==> src/rtl/rnsfc_pkg.sv <==
`timescale 1ns / 1ps
// ----------------------------------------------------------------------------
// rnsfc_pkg
// Shared widths, register indexes and the job record for the residue
// number system forward converter.
// ----------------------------------------------------------------------------
package rnsfc_pkg;

  localparam int OPD_W     = 64;  // operand width
  localparam int MOD_W     = 31;  // modulus register width
  localparam int RES_W     = 32;  // signed residue width
  localparam int IDX_W     = 2;   // modulus index width
  localparam int CNT_W     = 3;   // moduli_in_use width
  localparam int CFG_IDX_W = 3;   // configuration register index width
  localparam int NUM_MOD   = 4;   // modulus registers a to d

  localparam int MAX_MODULI_DEF     = 4;
  localparam int STEPS_PER_CELL_DEF = 2;

  localparam logic [CFG_IDX_W-1:0] REG_MODULI_IN_USE = 3'd0;
  localparam logic [CFG_IDX_W-1:0] REG_MODULUS_A     = 3'd1;
  localparam logic [CFG_IDX_W-1:0] REG_MODULUS_B     = 3'd2;
  localparam logic [CFG_IDX_W-1:0] REG_MODULUS_C     = 3'd3;
  localparam logic [CFG_IDX_W-1:0] REG_MODULUS_D     = 3'd4;

  localparam logic [CNT_W-1:0] RST_MODULI_IN_USE = 3'd4;
  localparam logic [MOD_W-1:0] RST_MODULUS_A     = 31'd3;
  localparam logic [MOD_W-1:0] RST_MODULUS_B     = 31'd5;
  localparam logic [MOD_W-1:0] RST_MODULUS_C     = 31'd7;
  localparam logic [MOD_W-1:0] RST_MODULUS_D     = 31'd11;

  localparam logic MODE_FORWARD = 1'b0;
  localparam logic MODE_REDUCE  = 1'b1;

  typedef logic [MOD_W-1:0] mod_t;

  // One residue job travelling down the cell chain.
  typedef struct packed {
    logic [OPD_W-1:0] dvd;      // magnitude bits not yet consumed, MSB first
    mod_t             modulus;
    mod_t             rem;      // partial remainder
    logic [IDX_W-1:0] idx;
    logic             neg;      // operand was negative
    logic             last;
    logic             bad;      // index not in use
    logic             zero;     // force residue to zero
  } job_t;

endpackage

==> src/rtl/rnsfc_feed.sv <==
`timescale 1ns / 1ps
// ----------------------------------------------------------------------------
// rnsfc_feed
// Hold one input item and issue its residue jobs into the chain, one per
// advancing cycle, in index order.
// ----------------------------------------------------------------------------
module rnsfc_feed
  import rnsfc_pkg::*;
#(
  parameter int MAX_MODULI = MAX_MODULI_DEF
) (
  input  logic             clk,
  input  logic             rst_n,
  input  logic             adv,
  input  logic             in_valid,
  output logic             in_ready,
  input  logic             in_mode,
  input  logic [OPD_W-1:0] in_operand,
  input  logic [IDX_W-1:0] in_sel,
  input  logic [CNT_W-1:0] moduli_in_use,
  input  mod_t             moduli [NUM_MOD],
  output logic             job_valid,
  output job_t             job
);

  logic             item_valid_r;
  logic             mode_r;
  logic [OPD_W-1:0] mag_r;
  logic             neg_r;
  logic [IDX_W-1:0] sel_r;
  logic [IDX_W-1:0] k_r;
  logic [IDX_W-1:0] k_nxt;

  logic [CNT_W-1:0] n_act;
  logic             fwd_empty;
  logic             fwd_last;
  logic             done;
  logic             take;
  logic [IDX_W-1:0] idx;

  // Clamp the moduli count to what the base can hold.
  assign n_act     = (moduli_in_use > CNT_W'(MAX_MODULI)) ? CNT_W'(MAX_MODULI)
                                                          : moduli_in_use;
  assign fwd_empty = (mode_r == MODE_FORWARD) && (n_act == '0);
  assign fwd_last  = ({1'b0, k_r} + CNT_W'(1)) == n_act;
  assign done      = item_valid_r &&
                     (fwd_empty || (adv && ((mode_r == MODE_REDUCE) || fwd_last)));
  assign in_ready  = !item_valid_r || done;
  assign take      = in_valid && in_ready;
  assign k_nxt     = k_r + IDX_W'(1);

  assign idx       = (mode_r == MODE_REDUCE) ? sel_r : k_r;
  assign job_valid = item_valid_r && !fwd_empty;

  always_comb begin
    job         = '0;
    job.dvd     = mag_r;
    job.modulus = moduli[idx];
    job.rem     = '0;
    job.idx     = idx;
    job.neg     = neg_r;
    if (mode_r == MODE_REDUCE) begin
      job.last = 1'b1;
      job.bad  = {1'b0, sel_r} >= n_act;
    end else begin
      job.last = fwd_last;
      job.bad  = 1'b0;
    end
    job.zero = job.bad || (moduli[idx] == '0);
  end

  always_ff @(posedge clk) begin
    if (!rst_n) begin
      item_valid_r <= 1'b0;
      k_r          <= '0;
    end else begin
      if (take) begin
        item_valid_r <= 1'b1;
        k_r          <= '0;
      end else if (done) begin
        item_valid_r <= 1'b0;
      end else if (job_valid && adv) begin
        k_r <= k_nxt;
      end
    end
  end

  // Store the operand as sign and magnitude.
  always_ff @(posedge clk) begin
    if (take) begin
      mode_r <= in_mode;
      neg_r  <= in_operand[OPD_W-1];
      mag_r  <= in_operand[OPD_W-1] ? (~in_operand + OPD_W'(1)) : in_operand;
      sel_r  <= in_sel;
    end
  end

endmodule

==> config.mk <==
export PLATFORM = sky130hd
export DESIGN_NAME = rnsfc_feed
export DESIGN_NICKNAME = d
export VERILOG_FILES = /design/src/rtl/rnsfc_pkg.sv /design/src/rtl/rnsfc_feed.sv
export SDC_FILE = /design/constraint.sdc
export NUM_CORES = 1
export LEC_CHECK = 0
export ABC_AREA = 0
export BUFFER_PORTS_ARGS = -buffer_cell sky130_fd_sc_hd__buf_2
export CORE_MARGIN = 2
export CORE_UTILIZATION = 30
export DETAILED_ROUTE_END_ITERATION = 12
export SETUP_SLACK_MARGIN = 0.02
export SYNTH_ARGS = -nofsm -noshare
export SYNTH_HDL_FRONTEND = slang
export SYNTH_SLANG_ARGS = --single-unit
==> constraint.sdc <==
create_clock -name clk -period 11.5 [get_ports clk]
set_input_delay 3.45 -clock clk [delete_from_list [all_inputs] [get_ports clk]]
set_output_delay 3.45 -clock clk [all_outputs]
set_load 0.02 [all_outputs]
## Word-level counts from Yosys, hierarchy flattened

Cells that the tools add are included.

| operators by class | value |
|---|---|
| add/sub/neg operators | 3 |
| order comparisons | 3 |
| eq/ne operators | 1 |
| muxes and demuxes | 9 |
| bitwise gates (word level) | 5 |
| reductions and logical operators | 17 |

Operators with widths:

| cell | count |
|---|---|
| $add 64x1->64 const B | 1 |
| $not 64->64 | 1 |
| $mux 63 | 1 |
| $bmux 31 s2 | 1 |
| $mux 31 | 2 |
| $logic_not 31->1 | 1 |
| $logic_and 1x1->1 | 6 |
| $logic_or 1x1->1 | 4 |
| $mux 2 | 2 |
| $add 2x1->3 const B | 1 |
| $eq 3x3->1 | 1 |
| $ge 2x3->1 | 1 |
| $ge 3x3->1 const B | 1 |
| $gt 3x3->1 const B | 1 |
| $logic_not 3->1 | 1 |
| $mux 3 | 1 |
| $not 1->1 | 3 |
| $not 2->3 | 1 |
| $add 2x1->2 const B | 1 |
| $logic_not 1->1 | 2 |
| $mux 1 | 2 |
| $reduce_and 2->1 | 1 |
| $reduce_bool 2->1 | 1 |
| $reduce_or 2->1 | 1 |

| storage, ports and cells | value |
|---|---|
| register bits after elaboration | 71 |
| input port bits | 198 |
| output and inout port bits | 134 |

## Depth between registers and ports, before layout

| logic depth | value |
|---|---|
| depth after elaboration | 10 |
| depth in mapped cells | 8 |
| depth with buffers taken out | 7 |

## Worst setup path before layout

No wires, ideal clock.

| timing | value |
|---|---|
| path type | input port to output port |
| start point | input moduli_in_use[0] |
| end point | output job[0] (netlist bit) |
| data arrival time | 4.806 ns |
| required time | 8.050 ns |
| slack | 3.244 ns |
| stages on the path | 6 |
| buffers on the path | 0 |
| cell sequence | nor2b_1 -> ha_1 -> nand2b_1 -> a21oi_1 -> nor3b_1 -> a31o_2 |

RTL lines:

| element | line | RTL |
|---|---|---|
| start: declaration | rnsfc_feed.sv:20 | `input logic [CNT_W-1:0] moduli_in_use,` |
| end: declaration | rnsfc_feed.sv:23 | `output job_t job` |

==> out/qor.tcl <==
set qor(wire_length_after_detailed_routing_mm) 19.14
set qor(yosys_warnings) 0
set qor(hold_viol_final) 0
set qor(place_congestion) 0.8648
set qor(combinational_family_with_the_most_area_after_synthesis) {simple AND/OR/NAND/NOR gates}
set qor(worstPathBufferInverterCount) 2
set qor(power_per_cell_area_nw_per_um2) 123.8
set qor(run_status) {completed}
set qor(postSynthRegisterBits) 71
set qor(post_synth_num_cell_types) 47
set qor(clockRootBuffer) {sky130_fd_sc_hd__clkbuf_16}
set qor(grt_max_degree) 69
set qor(cell_area_after_synthesis_um2) 5248
set qor(synthesis.instances) 577
set qor(grt-ovfl-total) 0
set qor(count_of_instances_resized_after_the_clock_tree_is_built) 0
set qor(die_x_um) 136.3
set qor(critPathRequiredTime_ns) 8.05
set qor(ys.flop_type) {sky130_fd_sc_hd__edfxtp_1}
set qor(synth_mux_area_share_pct) 3.863
set qor(grt_setup_unrepaired) {false}
set qor(power.total_mw) 0.8937
set qor(die_h_um) 136.3
set qor(hp-class) {reg -> reg}
set qor(ant_nets) 0
set qor(finalCoreUtilization_pct) 42.02
set qor(coreArea_um2) 17180
set qor(initial_core_util_pct) 30.55
set qor(cp-end-kind) {output port}
set qor(vias_per_cell) 5.016
set qor(cts.hold.buffers_added) 0
set qor(cts_tree) {done}
set qor(setup_viol_count_final) 0
set qor(timing_worst_slew_pin_value_ns) 1.143
set qor(timing.critical_path.arrival_ns) 5.00
set qor(remaining_drc_errors) 0
set qor(finalNetCount) 1063
set qor(yosys.area_share.adder_pct) 0.9537
set qor(h_tree_level_count) 3
set qor(max_slew_margin_pct) 23.79
set qor(preCtsSetupSlack_ns) 3.105
set qor(worstSetupPathType) {in -> out}
set qor(detailedPlacementHpwl_mm) 15.46
set qor(tritoncts.num_buffers) 9
set qor(design.portCount) 332
set qor(timing_max_transition_violations_final) 0
set qor(post_layout_nonfiller_instances) 1093
set qor(cell_taking_the_most_area_after_synthesis) {sky130_fd_sc_hd__edfxtp_1}
set qor(clock_latency_ns) 0.33
set qor(dr_total_vias) 5483
set qor(buffer_ports.inserted) 300
set qor(synthToLayoutAreaGrowth_pct) 37.55
set qor(cts.path.max_buffers) 2
set qor(first_iter_violations) 224
set qor(post-cts-setup-buffer-count) 0
set qor(fin_setup_tns_ns) 0
set qor(cpMostUsedCell) {sky130_fd_sc_hd__buf_2}
set qor(globalRouteTotalUtil_pct) 19.12
set qor(hold_path_depth) 1
set qor(clock-sinks) 71
set qor(irDropWorstVdd_mv) 0.07881
set qor(placed_cells) 1075
set qor(synth_xor_area_share_pct) 10.52
set qor(worst_r2r_path_depth) 6
set qor(rows) 48
set qor(cap_viol_max_count) 0
set qor(power.leakage_nw) 3.125
set qor(drive_above_1_share_pct) 38.57
set qor(synthSimpleGateAreaFrac_pct) 24.46
set qor(first_pass_grt_wire_length_mm) 27.21
set qor(proportion_of_register_bits_with_asynchronous_set_or_reset_after_synthesis_pct) 0
set qor(timing.critical_path.depth) 7
set qor(drt_pass1_iterations) 5
set qor(clkSlewWorstSetupHoldPaths_ns) 0.06
set qor(post_drt_wl_per_cell_um) 17.51
set qor(layout_min_cycle_time_ns) 8.453
set qor(worst_path_cell_chain) {buf_2 -> nor4_1 -> nand4_1 -> mux2i_1 -> mux2_2 -> a31o_2 -> buf_2}
set qor(cp-start-kind) {primary input}
set qor(grt_pass1_vias) 5183
set qor(top_area_cell_type_share_of_the_netlist_area_pct) 38.91
set qor(cpMaxStageDelayCell) {sky130_fd_sc_hd__nor4_1}
set qor(die_area_um2) 18570
set qor(clock-skew-final_ns) 0.002037
set qor(critical-path-top-delay-family) {simple AND/OR/NAND/NOR gates}
set qor(fmaxAchievable_ghz) 0.1183
set qor(initial_antenna_violation_count) 3
set qor(critPathMaxStageDelay_ns) 0.57
set qor(synth-edff-count) 68
set qor(syn_area_per_cell_um2) 9.095
set qor(post_synth_main_area_contributors) {sky130_fd_sc_hd__edfxtp_1 39%, sky130_fd_sc_hd__xnor2_1 10%, sky130_fd_sc_hd__nand2_1 8.5%}
set qor(crit_fanout) 2
set qor(synth_compound_area_share_pct) 12.64
set qor(final_critical_path_setup_slack_ns) 3.047
set qor(yosysSeqAreaShare_pct) 40.06
set qor(final_min_period_over_clock_period_pct) 73.50
## through the flow
step | hold slack [ns] | instance area, um2
5_1_grt | 0.6456 | 7216
3_3_place_gp | 0.5961 | 6853
4_1_cts | 0.5967 | 7213
2_1_floorplan | 0.4948 | 5360
3_5_place_dp | 0.5831 | 6853
6_report | 0.5899 | 7218
## kinds of logic (layout without fill, tap and decap cells)
group,Yosys count,count (layout)
xor+xnor,63,63
buf+inv,71,330
simple gates,253,253
fa+ha+maj,4,4
other cells,1,33
mux,20,20
flops,71,71
compound gates,94,94
## final cells by class
cell class / count / area [um2]
Fill cell: 1801 / 9958
Tap cell: 225 / 281.5
Clock buffer: 9 / 225.2
Timing Repair Buffer: 304 / 1531
Antenna cell: 2 / 5.005
Multi-Input combinational cell: 465 / 2900
Sequential cell: 71 / 2102
Inverter: 10 / 37.54
Clock inverter: 7 / 135.1
## flip-flops by register name (all words and copies together) (netlist names)
name and flops:
k_r 2, item_valid_r 1, sel_r 2, mag_r 64, neg_r 1, mode_r 1
## worst register-to-register path, cell delays in order (launching register included)
cell and delay, ns:
sky130_fd_sc_hd__dfxtp_1 0.48, sky130_fd_sc_hd__ha_1 0.32, sky130_fd_sc_hd__and4b_1 0.25, sky130_fd_sc_hd__a311o_1 0.12, sky130_fd_sc_hd__a21oi_1 0.19, sky130_fd_sc_hd__nor2b_4 0.83
sky130_fd_sc_hd__buf_4 0.57
## path summary, 6_finish.rpt
path	startpoint	end	slack [ns]
max	moduli[75]	job[0]	3.05
min	k_r[1]	k_r[1]	0.59
max reg2reg	k_r[0]	sel_r[1]	8.36
min reg2reg	k_r[1]	k_r[1]	0.59
## synth_stat cells (13+ instances only)
| cell | number |
|---|---|
| sky130_fd_sc_hd__clkbuf_1 | 23 |
| sky130_fd_sc_hd__o41ai_1 | 18 |
| sky130_fd_sc_hd__a31oi_1 | 26 |
| sky130_fd_sc_hd__edfxtp_1 | 68 |
| sky130_fd_sc_hd__mux2i_1 | 18 |
| sky130_fd_sc_hd__nor2_1 | 16 |
| sky130_fd_sc_hd__o21ai_0 | 14 |
| sky130_fd_sc_hd__nand4_1 | 13 |
| sky130_fd_sc_hd__nand2_1 | 119 |
| sky130_fd_sc_hd__nor4_1 | 26 |
| sky130_fd_sc_hd__xnor2_1 | 61 |
| sky130_fd_sc_hd__and3_1 | 27 |
| sky130_fd_sc_hd__buf_4 | 32 |
| sky130_fd_sc_hd__o31ai_1 | 22 |
## per-layer routing
metal,GRT usage [%],part of all wire [%]
met1,20.92,37
met3,5.779,9.1
met5,0,0
met2,35.57,52
met4,5.208,1.4
## cells in the final DEF, fill, tap and decap left out, types with 3 or more instances in the layout
master / instances
sky130_fd_sc_hd__a31oi_1: 26
sky130_fd_sc_hd__buf_2: 300
sky130_fd_sc_hd__nand2b_1: 7
sky130_fd_sc_hd__o31ai_1: 22
sky130_fd_sc_hd__nor3_1: 7
sky130_fd_sc_hd__nand2_1: 119
sky130_fd_sc_hd__xnor2_1: 61
sky130_fd_sc_hd__nor4_1: 26
sky130_fd_sc_hd__nand4_1: 13
sky130_fd_sc_hd__nor2_1: 16
sky130_fd_sc_hd__or3_1: 10
sky130_fd_sc_hd__or4_1: 7
sky130_fd_sc_hd__o41ai_1: 18
sky130_fd_sc_hd__o21ai_0: 14
sky130_fd_sc_hd__ha_1: 4
sky130_fd_sc_hd__and3_1: 27
sky130_fd_sc_hd__mux2i_1: 16
sky130_fd_sc_hd__a21oi_1: 5
sky130_fd_sc_hd__or2_2: 4
sky130_fd_sc_hd__buf_4: 4
sky130_fd_sc_hd__edfxtp_1: 68
sky130_fd_sc_hd__bufinv_16: 4
sky130_fd_sc_hd__inv_1: 9
sky130_fd_sc_hd__dfxtp_1: 3
sky130_fd_sc_hd__nand3_1: 4
sky130_fd_sc_hd__clkbuf_16: 9
sky130_fd_sc_hd__conb_1: 31
## power breakdown
part	switching (mW)	total, mW	internal (mW)
Combinational	0.149	0.236	0.0876
Clock	0.108	0.340	0.232
Sequential	0.00630	0.317	0.311
Total	0.263	0.894	0.631
Power figures use the tool's default switching activity.
