### src/rtl/rnsfc_pkg.sv
`timescale 1ns / 1ps
// ----------------------------------------------------------------------------
// rnsfc_pkg
// Shared widths, register indexes and the job record for the residue
// number system forward converter.
// ----------------------------------------------------------------------------
package rnsfc_pkg;

  localparam int OPD_W     = 64;  // operand width
  localparam int MOD_W     = 31;  // modulus register width
  localparam int RES_W     = 32;  // signed residue width
  localparam int IDX_W     = 2;   // modulus index width
  localparam int CNT_W     = 3;   // moduli_in_use width
  localparam int CFG_IDX_W = 3;   // configuration register index width
  localparam int NUM_MOD   = 4;   // modulus registers a to d

  localparam int MAX_MODULI_DEF     = 4;
  localparam int STEPS_PER_CELL_DEF = 2;

  localparam logic [CFG_IDX_W-1:0] REG_MODULI_IN_USE = 3'd0;
  localparam logic [CFG_IDX_W-1:0] REG_MODULUS_A     = 3'd1;
  localparam logic [CFG_IDX_W-1:0] REG_MODULUS_B     = 3'd2;
  localparam logic [CFG_IDX_W-1:0] REG_MODULUS_C     = 3'd3;
  localparam logic [CFG_IDX_W-1:0] REG_MODULUS_D     = 3'd4;

  localparam logic [CNT_W-1:0] RST_MODULI_IN_USE = 3'd4;
  localparam logic [MOD_W-1:0] RST_MODULUS_A     = 31'd3;
  localparam logic [MOD_W-1:0] RST_MODULUS_B     = 31'd5;
  localparam logic [MOD_W-1:0] RST_MODULUS_C     = 31'd7;
  localparam logic [MOD_W-1:0] RST_MODULUS_D     = 31'd11;

  localparam logic MODE_FORWARD = 1'b0;
  localparam logic MODE_REDUCE  = 1'b1;

  typedef logic [MOD_W-1:0] mod_t;

  // One residue job travelling down the cell chain.
  typedef struct packed {
    logic [OPD_W-1:0] dvd;      // magnitude bits not yet consumed, MSB first
    mod_t             modulus;
    mod_t             rem;      // partial remainder
    logic [IDX_W-1:0] idx;
    logic             neg;      // operand was negative
    logic             last;
    logic             bad;      // index not in use
    logic             zero;     // force residue to zero
  } job_t;

endpackage

### src/rtl/rnsfc_cell.sv
`timescale 1ns / 1ps
// ----------------------------------------------------------------------------
// rnsfc_cell
// One cell of the remainder chain: shift STEPS dividend bits into the partial
// remainder, subtracting the modulus where it fits, and register the job.
// ----------------------------------------------------------------------------
module rnsfc_cell
  import rnsfc_pkg::*;
#(
  parameter int STEPS = STEPS_PER_CELL_DEF
) (
  input  logic clk,
  input  logic rst_n,
  input  logic adv,
  input  logic in_valid,
  input  job_t in_job,
  output logic out_valid_r,
  output job_t out_job_r
);

  job_t job_nxt;

  always_comb begin
    job_t             j;
    logic [MOD_W:0]   t;
    j = in_job;
    t = '0;
    for (int s = 0; s < STEPS; s++) begin
      t     = {j.rem, j.dvd[OPD_W-1]};
      j.dvd = {j.dvd[OPD_W-2:0], 1'b0};
      if (t >= {1'b0, j.modulus}) begin
        t = t - {1'b0, j.modulus};
      end
      j.rem = t[MOD_W-1:0];
    end
    job_nxt = j;
  end

  always_ff @(posedge clk) begin
    if (!rst_n) begin
      out_valid_r <= 1'b0;
    end else if (adv) begin
      out_valid_r <= in_valid;
    end
  end

  always_ff @(posedge clk) begin
    if (adv) begin
      out_job_r <= job_nxt;
    end
  end

endmodule

### config.mk
export PLATFORM = sky130hd
export DESIGN_NAME = rnsfc_cell
export DESIGN_NICKNAME = d
export VERILOG_FILES = /design/src/rtl/rnsfc_pkg.sv /design/src/rtl/rnsfc_cell.sv
export SDC_FILE = /design/constraint.sdc
export NUM_CORES = 1
export LEC_CHECK = 0
export ABC_AREA = 1
export BUFFER_PORTS_ARGS = -buffer_cell sky130_fd_sc_hd__buf_2
export CAP_MARGIN = 15
export CORE_ASPECT_RATIO = 1.1
export CORE_MARGIN = 5
export CORE_UTILIZATION = 45
export DETAILED_ROUTE_END_ITERATION = 16
export GPL_ROUTABILITY_DRIVEN = 0
export GPL_TIMING_DRIVEN = 0
export PLACE_DENSITY = 0.74
export SLEW_MARGIN = 10
export SYNTH_ARGS = -nofsm -noshare
export SYNTH_HDL_FRONTEND = slang
export SYNTH_SLANG_ARGS = --single-unit
### constraint.sdc
create_clock -name clk -period 4.01 [get_ports clk]
set_input_delay 0.401 -clock clk [delete_from_list [all_inputs] [get_ports clk]]
set_output_delay 0.401 -clock clk [all_outputs]
set_load 0.01 [all_outputs]
## Word-level counts from Yosys, hierarchy flattened

Index checks and enable logic that the tools add are counted.
W data, S select, Z words.

- $add $sub $neg: 2
- Order comparisons: 2
- Muxes and demuxes: 2

Operator list:

| operator | number |
|---|---|
| $ge A32 B31 Y1 | 2 |
| $mux W31 | 2 |
| $sub A31 B31 Y31 | 2 |

- Output and inout bits: 133
- Logic and storage cells: 15
- Register bits: 131
- Bits of input ports: 136

## Logic depth before layout (Yosys ltp)

Gate-level depths: netlist of run 1.

- Word-level depth: 4
- Depth in mapped cells: 33
- Depth with buffers taken out: 31

## Least setup slack after synthesis of run 1

Ideal clock, no wire load.

- Kind: input to register
- From: input in_job[131] in the netlist's numbering
- To: register out_job_r[22] in the netlist's numbering (data pin)
- Required time: 3.757 ns
- Setup slack: 0.092 ns
- Data arrival time: 3.665 ns
- Path buffers: 2
- Stages: 30
- Library setup time: 0.253 ns
- Cell sequence: inv_1 ha_1 inv_1 fa_1 nand3_1 nand3_1 nand2_1 nand2_1 nand2_1 nand3_2 nand2_4 nand2_4 inv_2 buf_2 nand2_1 nand2_1 ha_1 nand2_1 inv_1 a21oi_1 nand2_1 a21oi_1 nand3_1 nand2_1 nand2_1 nand2_1 nand3_2 buf_4 nand2_1 nand2_1

RTL lines:

| element | line | RTL |
|---|---|---|
| start: declaration | rnsfc_cell.sv:16 | `input job_t in_job,` |
| end signal: assignment | rnsfc_cell.sv:49 | `out_job_r <= job_nxt;` |
| end: declaration | rnsfc_cell.sv:18 | `output job_t out_job_r` |

==> flow_metrics.env, run 1 <==
export IMPL_cts_made_buffers=17
export IMPL_pre_cts_ws_ps=-1010
export IMPL_timing_fmax_mhz=252
export IMPL_crit_top_cell="nand2_1"
export IMPL_synth_ff_type="edfxtp_1"
export IMPL_syn_area_per_cell_um2=7.72
export IMPL_cap_violations=0
export IMPL_fin_crit_sh_pct=99.1
export IMPL_initial_core_util_pct=45.5
export IMPL_netSwitchingFraction_pct=36.6
export IMPL_area_growth_pct=34.7
export IMPL_slowest_stage="fa_2"
export IMPL_cp_required_ps=4180
export IMPL_switchingPower_mw=2.01
export IMPL_totalWireLength_um=30300
export IMPL_overflow=0
export IMPL_ys_warn_count=0
export IMPL_synth_area_leader_cell="edfxtp_1"
export IMPL_cp_end_kind="flop"
export IMPL_drive_gt1_share_pct=30.7
export IMPL_core_um2=20400
export IMPL_yosys_top_cells_area="edfxtp_1, nand2_1, ha_1, inv_1, nand3_1"
export IMPL_synth_xor_area_share_pct=3.01
export IMPL_netlist_area_um2=9310
export IMPL_p_clk_share_pct=27.3
export IMPL_synthAdderAreaFrac_pct=8.77
export IMPL_gr_usage_all_layers_pct=24.3
export IMPL_startpoint_type="input port"
export IMPL_path_clk_slew_ps=70
export IMPL_worstReg2RegStart="out_valid_r"
export IMPL_cts_sinks=131
export IMPL_slew_headroom_pct=61.5
export IMPL_synth_top_family_by_area="simple AND/OR/NAND/NOR gates"
export IMPL_p_comb_share_pct=40.1
export IMPL_synth_seq_cells=131
export IMPL_fp_dieH_um=161
export IMPL_tns_ps=0
export IMPL_dr_total_vias=9267
export IMPL_netlist_area_leader_share_pct=42.0
export IMPL_grt_start_max_net_pins=70
export IMPL_io_buffers=266
export IMPL_power_density_nw_per_um2=438
export IMPL_vdd_ir_drop_worst_v=0.000236
export IMPL_max_stage_delay_ps=410
export IMPL_min_period_ps=3970
export IMPL_dr_pass1_iters=5
export IMPL_cts_tree="built"
export IMPL_ctsHtreeMaxLevel=4
export IMPL_min_from="in_job[5]"
export IMPL_dpl_hpwl_um=23900
export IMPL_synth_edf_count=130
export IMPL_setup_violations_final=0
export IMPL_crit_start="in_job[131]"
export IMPL_critical_path_arrival_ps=4150
export IMPL_synthSimpleGateAreaFrac_pct=30.6
export IMPL_layout_setup_ws_ps=36.8
export IMPL_status="complete, no violations"
export IMPL_clk_path_buf_depth=2
export IMPL_cts_root_buffer_cell="clkbuf_16"
export IMPL_skew_ps=0
export IMPL_syn_inst=1205
export IMPL_fp_row_count=55
export IMPL_worst_slew_pin_slew_ps=578
export IMPL_routed_via_density=5.20
export IMPL_synth_mux_area_share_pct=0
export IMPL_antenna_left=0
export IMPL_drt_iter0_markers=723
export IMPL_p_int_mw=3.48
export IMPL_grt_antenna_before_repair=1
export IMPL_hold_class="in2reg"
export IMPL_cp_max_fo=10
export IMPL_power_frac_seq_pct=32.6
export IMPL_grt_pass1_vias=8995
export IMPL_die_w_um=147
export IMPL_synth_compound_area_share_pct=6.32
export IMPL_ys_types=41
export IMPL_ys_async_sr_fraction_pct=0
export IMPL_clk_latency_ps=410
export IMPL_ioPinCount=269
export IMPL_diodes=0
export IMPL_wl_per_cell_um=17.0
export IMPL_power_leakage_nw=6.18
export IMPL_hold_buffers=0
export IMPL_drc=0
export IMPL_fin_nets=1713
export IMPL_die_area_um2=23700
export IMPL_finalHoldViolations=0
export IMPL_criticalPathCategory="in2reg"
export IMPL_grt_pass1_wl_um=45700
export IMPL_finalHoldWorstSlack_ps=161
export IMPL_yosysSeqAreaShare_pct=42.2
export IMPL_drv_slew=0
-- metal layers --
metal | GRT usage [%] | part of all wire (%) | up-vias
li1 | - | - | 4542
met5 | 0 | 0.040 | -
met4 | 9.70 | 3.3 | 2
met1 | 29.2 | 39 | 4216
met3 | 5.02 | 8.1 | 78
met2 | 42.4 | 49 | 429
-- power groups by stage --
stage	clock network [mW]	registers (mW)	logic [mW]
global route	1.60	1.81	2.42
global placement	0	1.82	1.83
floorplan	0	1.92	1.12
finish	1.50	1.79	2.20
CTS	1.53	1.79	1.97
detailed placement	0	1.82	1.86
-- final cells by class --
cell class	instances	area (µm²)
clock buffer	18	429
sequential	131	3920
inverter	197	747
multi-input combinational	861	5260
clock inverter	14	143
buffer	17	161
fill	1751	7910
tap	256	320
timing repair buffer	288	1550
-- path summary, 6_finish.rpt --
path                   to  slack [ps]  cells after the start
min reg2reg   out_valid_r         550                      2
min          out_job_r[5]         160                      1
max reg2reg   out_valid_r        3350                      2
max          out_job_r[9]          40                     29
-- cells in the final DEF (no fill, tap or decap), drive strengths merged --
master and count:
a21boi 4, o21ai 19, nand3b 11, ha 62, nand3 90, and2 5, nand4 31, inv 203
or2 2, a21oi 59, dfxtp 1, xnor2 16, bufinv 1, conb 2, nor3b 1, clkinv 1
edfxtp 130, a21o 2, nand2 429, a31oi 1, xor2 16, o21a 3, buf 303, fa 2
clkinvlp 6, o21bai 14, clkbuf 20, nor3 9, o211ai 1, nor2 82
-- cell usage after synthesis, drive strengths merged, types with 2 or more instances --
master,number
or2,2
ha,62
and2,5
a21o,2
edfxtp,130
nor3,9
o21ai,19
fa,2
inv,196
nor2,82
xor2,16
nand2,429
a21boi,4
o21a,3
a21oi,59
nand4,31
xnor2,16
nand3,90
nand3b,11
buf,17
o21bai,14
-- cells by family (layout without fill, tap and decap cells) --
family,Yosys count,count (layout)
AO/OA/AOI/OAI,103,103
XOR/XNOR,32,32
adder cells (fa/ha/maj),64,64
buffers and inverters,214,534
flip-flops,131,131
other,1,2
AND/OR/NAND/NOR,660,660
-- sequential cells by signal, indices dropped and copies added (netlist names) --
register and count:
out_job_r 130, out_valid_r 1
-- through the flow --
step | util (%) | std cells | total power, mW | area (µm²)
2_1_floorplan | - | 1206 | 3.05 | 9310
3_3_place_gp | 53.6 | 1728 | 3.65 | 11000
3_5_place_dp | 53.8 | 1729 | 3.68 | 11000
4_1_cts | 58.2 | 1764 | 5.29 | 11900
5_1_grt | 61.3 | 1782 | 5.82 | 12500
6_report | 61.3 | 1782 | 5.48 | 12500
-- critical path: cells and delay by family --
| kind | cells | cell delay, ps |
|---|---|---|
| AOI/OAI and AO/OA | 1 | 160 |
| buffers and inverters | 7 | 830 |
| and+or+nand+nor | 18 | 1880 |
| adders and majority gates | 3 | 880 |
-- timing repair --
item	CTS	global route
pin swaps	1	14
setup endpoints to repair	31	31
setup buffers	3	15
gates resized for setup	42	97
cloned	0	3
(Power assumes the default switching activity.)
==> run 2, diff against run 1 <==
--- a/config.mk
+++ b/config.mk
@@ -14,7 +14,7 @@
 export DETAILED_ROUTE_END_ITERATION = 16
 export GPL_ROUTABILITY_DRIVEN = 0
 export GPL_TIMING_DRIVEN = 0
-export PLACE_DENSITY = 0.74
+export PLACE_DENSITY = 0.71
 export SLEW_MARGIN = 10
 export SYNTH_ARGS = -nofsm -noshare
 export SYNTH_HDL_FRONTEND = slang
==> constraint.sdc (replaced) <==
create_clock -name clk -period 4.07 [get_ports clk]
set_input_delay 0.407 -clock clk [delete_from_list [all_inputs] [get_ports clk]]
set_output_delay 0.407 -clock clk [all_outputs]
set_load 0.01 [all_outputs]
==> flow_metrics.env, run 2 (synthesized netlist as in run 1, its figures left out) <==
export IMPL_totalWireLength_um=30400
export IMPL_diodes=0
export IMPL_drc=0
export IMPL_ctsHtreeMaxLevel=4
export IMPL_p_comb_share_pct=39.6
export IMPL_setup_violations_final=0
export IMPL_die_area_um2=23700
export IMPL_drt_iter0_markers=649
export IMPL_power_leakage_nw=6.11
export IMPL_total_power_mw=5.35
export IMPL_status="complete, no violations"
export IMPL_core_um2=20400
export IMPL_dr_total_vias=9371
export IMPL_fill_cells=1829
export IMPL_area_growth_pct=32.3
export IMPL_criticalPathCategory="in2reg"
export IMPL_timing_fmax_mhz=252
export IMPL_p_int_mw=3.38
export IMPL_ioPinCount=269
export IMPL_antenna_left=0
export IMPL_netSwitchingFraction_pct=36.7
export IMPL_dpl_hpwl_um=24100
export IMPL_worstReg2RegStart="out_valid_r"
export IMPL_die_w_um=147
export IMPL_multi_input_area_um2=5130
export IMPL_grt_start_max_net_pins=88
export IMPL_regMostFlops="out_job_r"
export IMPL_cts_sinks=131
export IMPL_cp_required_ps=4220
export IMPL_crit_start="in_job[131]"
export IMPL_power_frac_seq_pct=32.9
export IMPL_layout_common_cells="nand2_1, buf_2, inv_1"
export IMPL_routed_via_density=5.28
export IMPL_fin_nets=1706
export IMPL_regArea_um2=3920
export IMPL_clk_path_buf_depth=2
export IMPL_fp_row_count=55
export IMPL_wl_per_cell_um=17.1
export IMPL_switchingPower_mw=1.96
export IMPL_hold_buffers=0
export IMPL_drv_slew=0
export IMPL_worst_path_buf_inv=6
export IMPL_cts_root_buffer_cell="clkbuf_16"
export IMPL_grt_pass1_wl_um=44700
export IMPL_crit_top_cell="nand2_1"
export IMPL_cp_end_kind="flop"
export IMPL_tns_ps=0
export IMPL_path_clk_slew_ps=60
export IMPL_cp_max_fo=10
export IMPL_io_buffers=266
export IMPL_p_clk_share_pct=27.5
export IMPL_power_density_nw_per_um2=434
export IMPL_initial_core_util_pct=45.5
export IMPL_cts_made_buffers=17
export IMPL_fp_dieH_um=161
export IMPL_cap_violations=0
export IMPL_mostFrequentLayoutCell="nand2_1"
export IMPL_cts_tree="built"
export IMPL_min_from="in_job[109]"
export IMPL_hold_class="in2reg"
export IMPL_drive_gt1_share_pct=28.5
export IMPL_max_stage_delay_ps=400
export IMPL_vdd_ir_drop_worst_v=0.000192
export IMPL_reg_top3="out_job_r (130), out_valid_r (1)"
export IMPL_largest_reg_flops=130
export IMPL_overflow=0
export IMPL_grt_pass1_vias=8708
export IMPL_clk_latency_ps=420
export IMPL_startpoint_type="input port"
export IMPL_slowest_stage="fa_2"
export IMPL_dr_pass1_iters=5
export IMPL_grt_antenna_before_repair=0
export IMPL_cp_top_family="simple AND/OR/NAND/NOR gates"
export IMPL_gr_usage_all_layers_pct=24.0
export IMPL_critical_path_arrival_ps=4120
export IMPL_min_period_ps=3970
export IMPL_finalHoldViolations=0
export IMPL_fin_crit_sh_pct=97.6
export IMPL_skew_ps=0
## run 2: power by group through the flow
stage,clock [mW],combinational (mW),sequential (mW)
finish,1.47,2.12,1.76
global route,1.57,2.32,1.78
CTS,1.50,1.89,1.77
detailed placement,0,1.84,1.79
global placement,0,1.82,1.79
floorplan,0,1.11,1.90
## run 2: final cells by class
cell class	count	area share (%)
plain buffers	17	1.23
clock buffers	17	3.46
clock inverters	15	1.17
inverters	197	6.04
multi-input cells	861	41.7
flip-flops and latches	131	31.9
well taps	256	2.60
repair buffers	281	11.9
## run 2: routing by layer
layer  track usage, %  up-vias  wire (µm)
li1                 -     4521          -
met1             29.9     4347      12200
met2             43.2      445      15200
met3             3.64       58       2330
met4             6.99        0        705
met5                0        -          0
## run 2: worst register-to-register path, delay by kind of cell (launching register included)
kind	cells	cell delay [ps]
AOI/OAI and AO/OA	2	220
DFF	1	310
## run 2: path summary, 6_finish.rpt
path | endpoint | slack (ps) | depth (start not counted)
setup / recovery | out_job_r[25] | 100 | 31
hold / removal | out_job_r[111] | 160 | 1
setup reg to reg | out_valid_r | 3420 | 2
hold reg to reg | out_valid_r | 560 | 2
## run 2: metrics by stage
| step | hold slack [ps] | area [µm²] | util [%] | setup WS, ps | std cells |
|---|---|---|---|---|---|
| after floorplan | 500 | 9310 | - | 146 | 1206 |
| after global placement | 529 | 11000 | 53.6 | -871 | 1728 |
| after detailed placement | 553 | 11000 | 53.8 | -911 | 1729 |
| after CTS | 138 | 11700 | 57.2 | -3.62 | 1764 |
| after global routing | 134 | 12300 | 60.2 | -90.0 | 1775 |
| final | 156 | 12300 | 60.2 | 98.8 | 1775 |
## run 2: what timing repair did
| action | CTS | global route |
|---|---|---|
| pin swaps | 0 | 7 |
| resized for setup | 21 | 90 |
| endpoints found under the setup margin | 31 | 31 |
| buffers inserted | 3 | 11 |
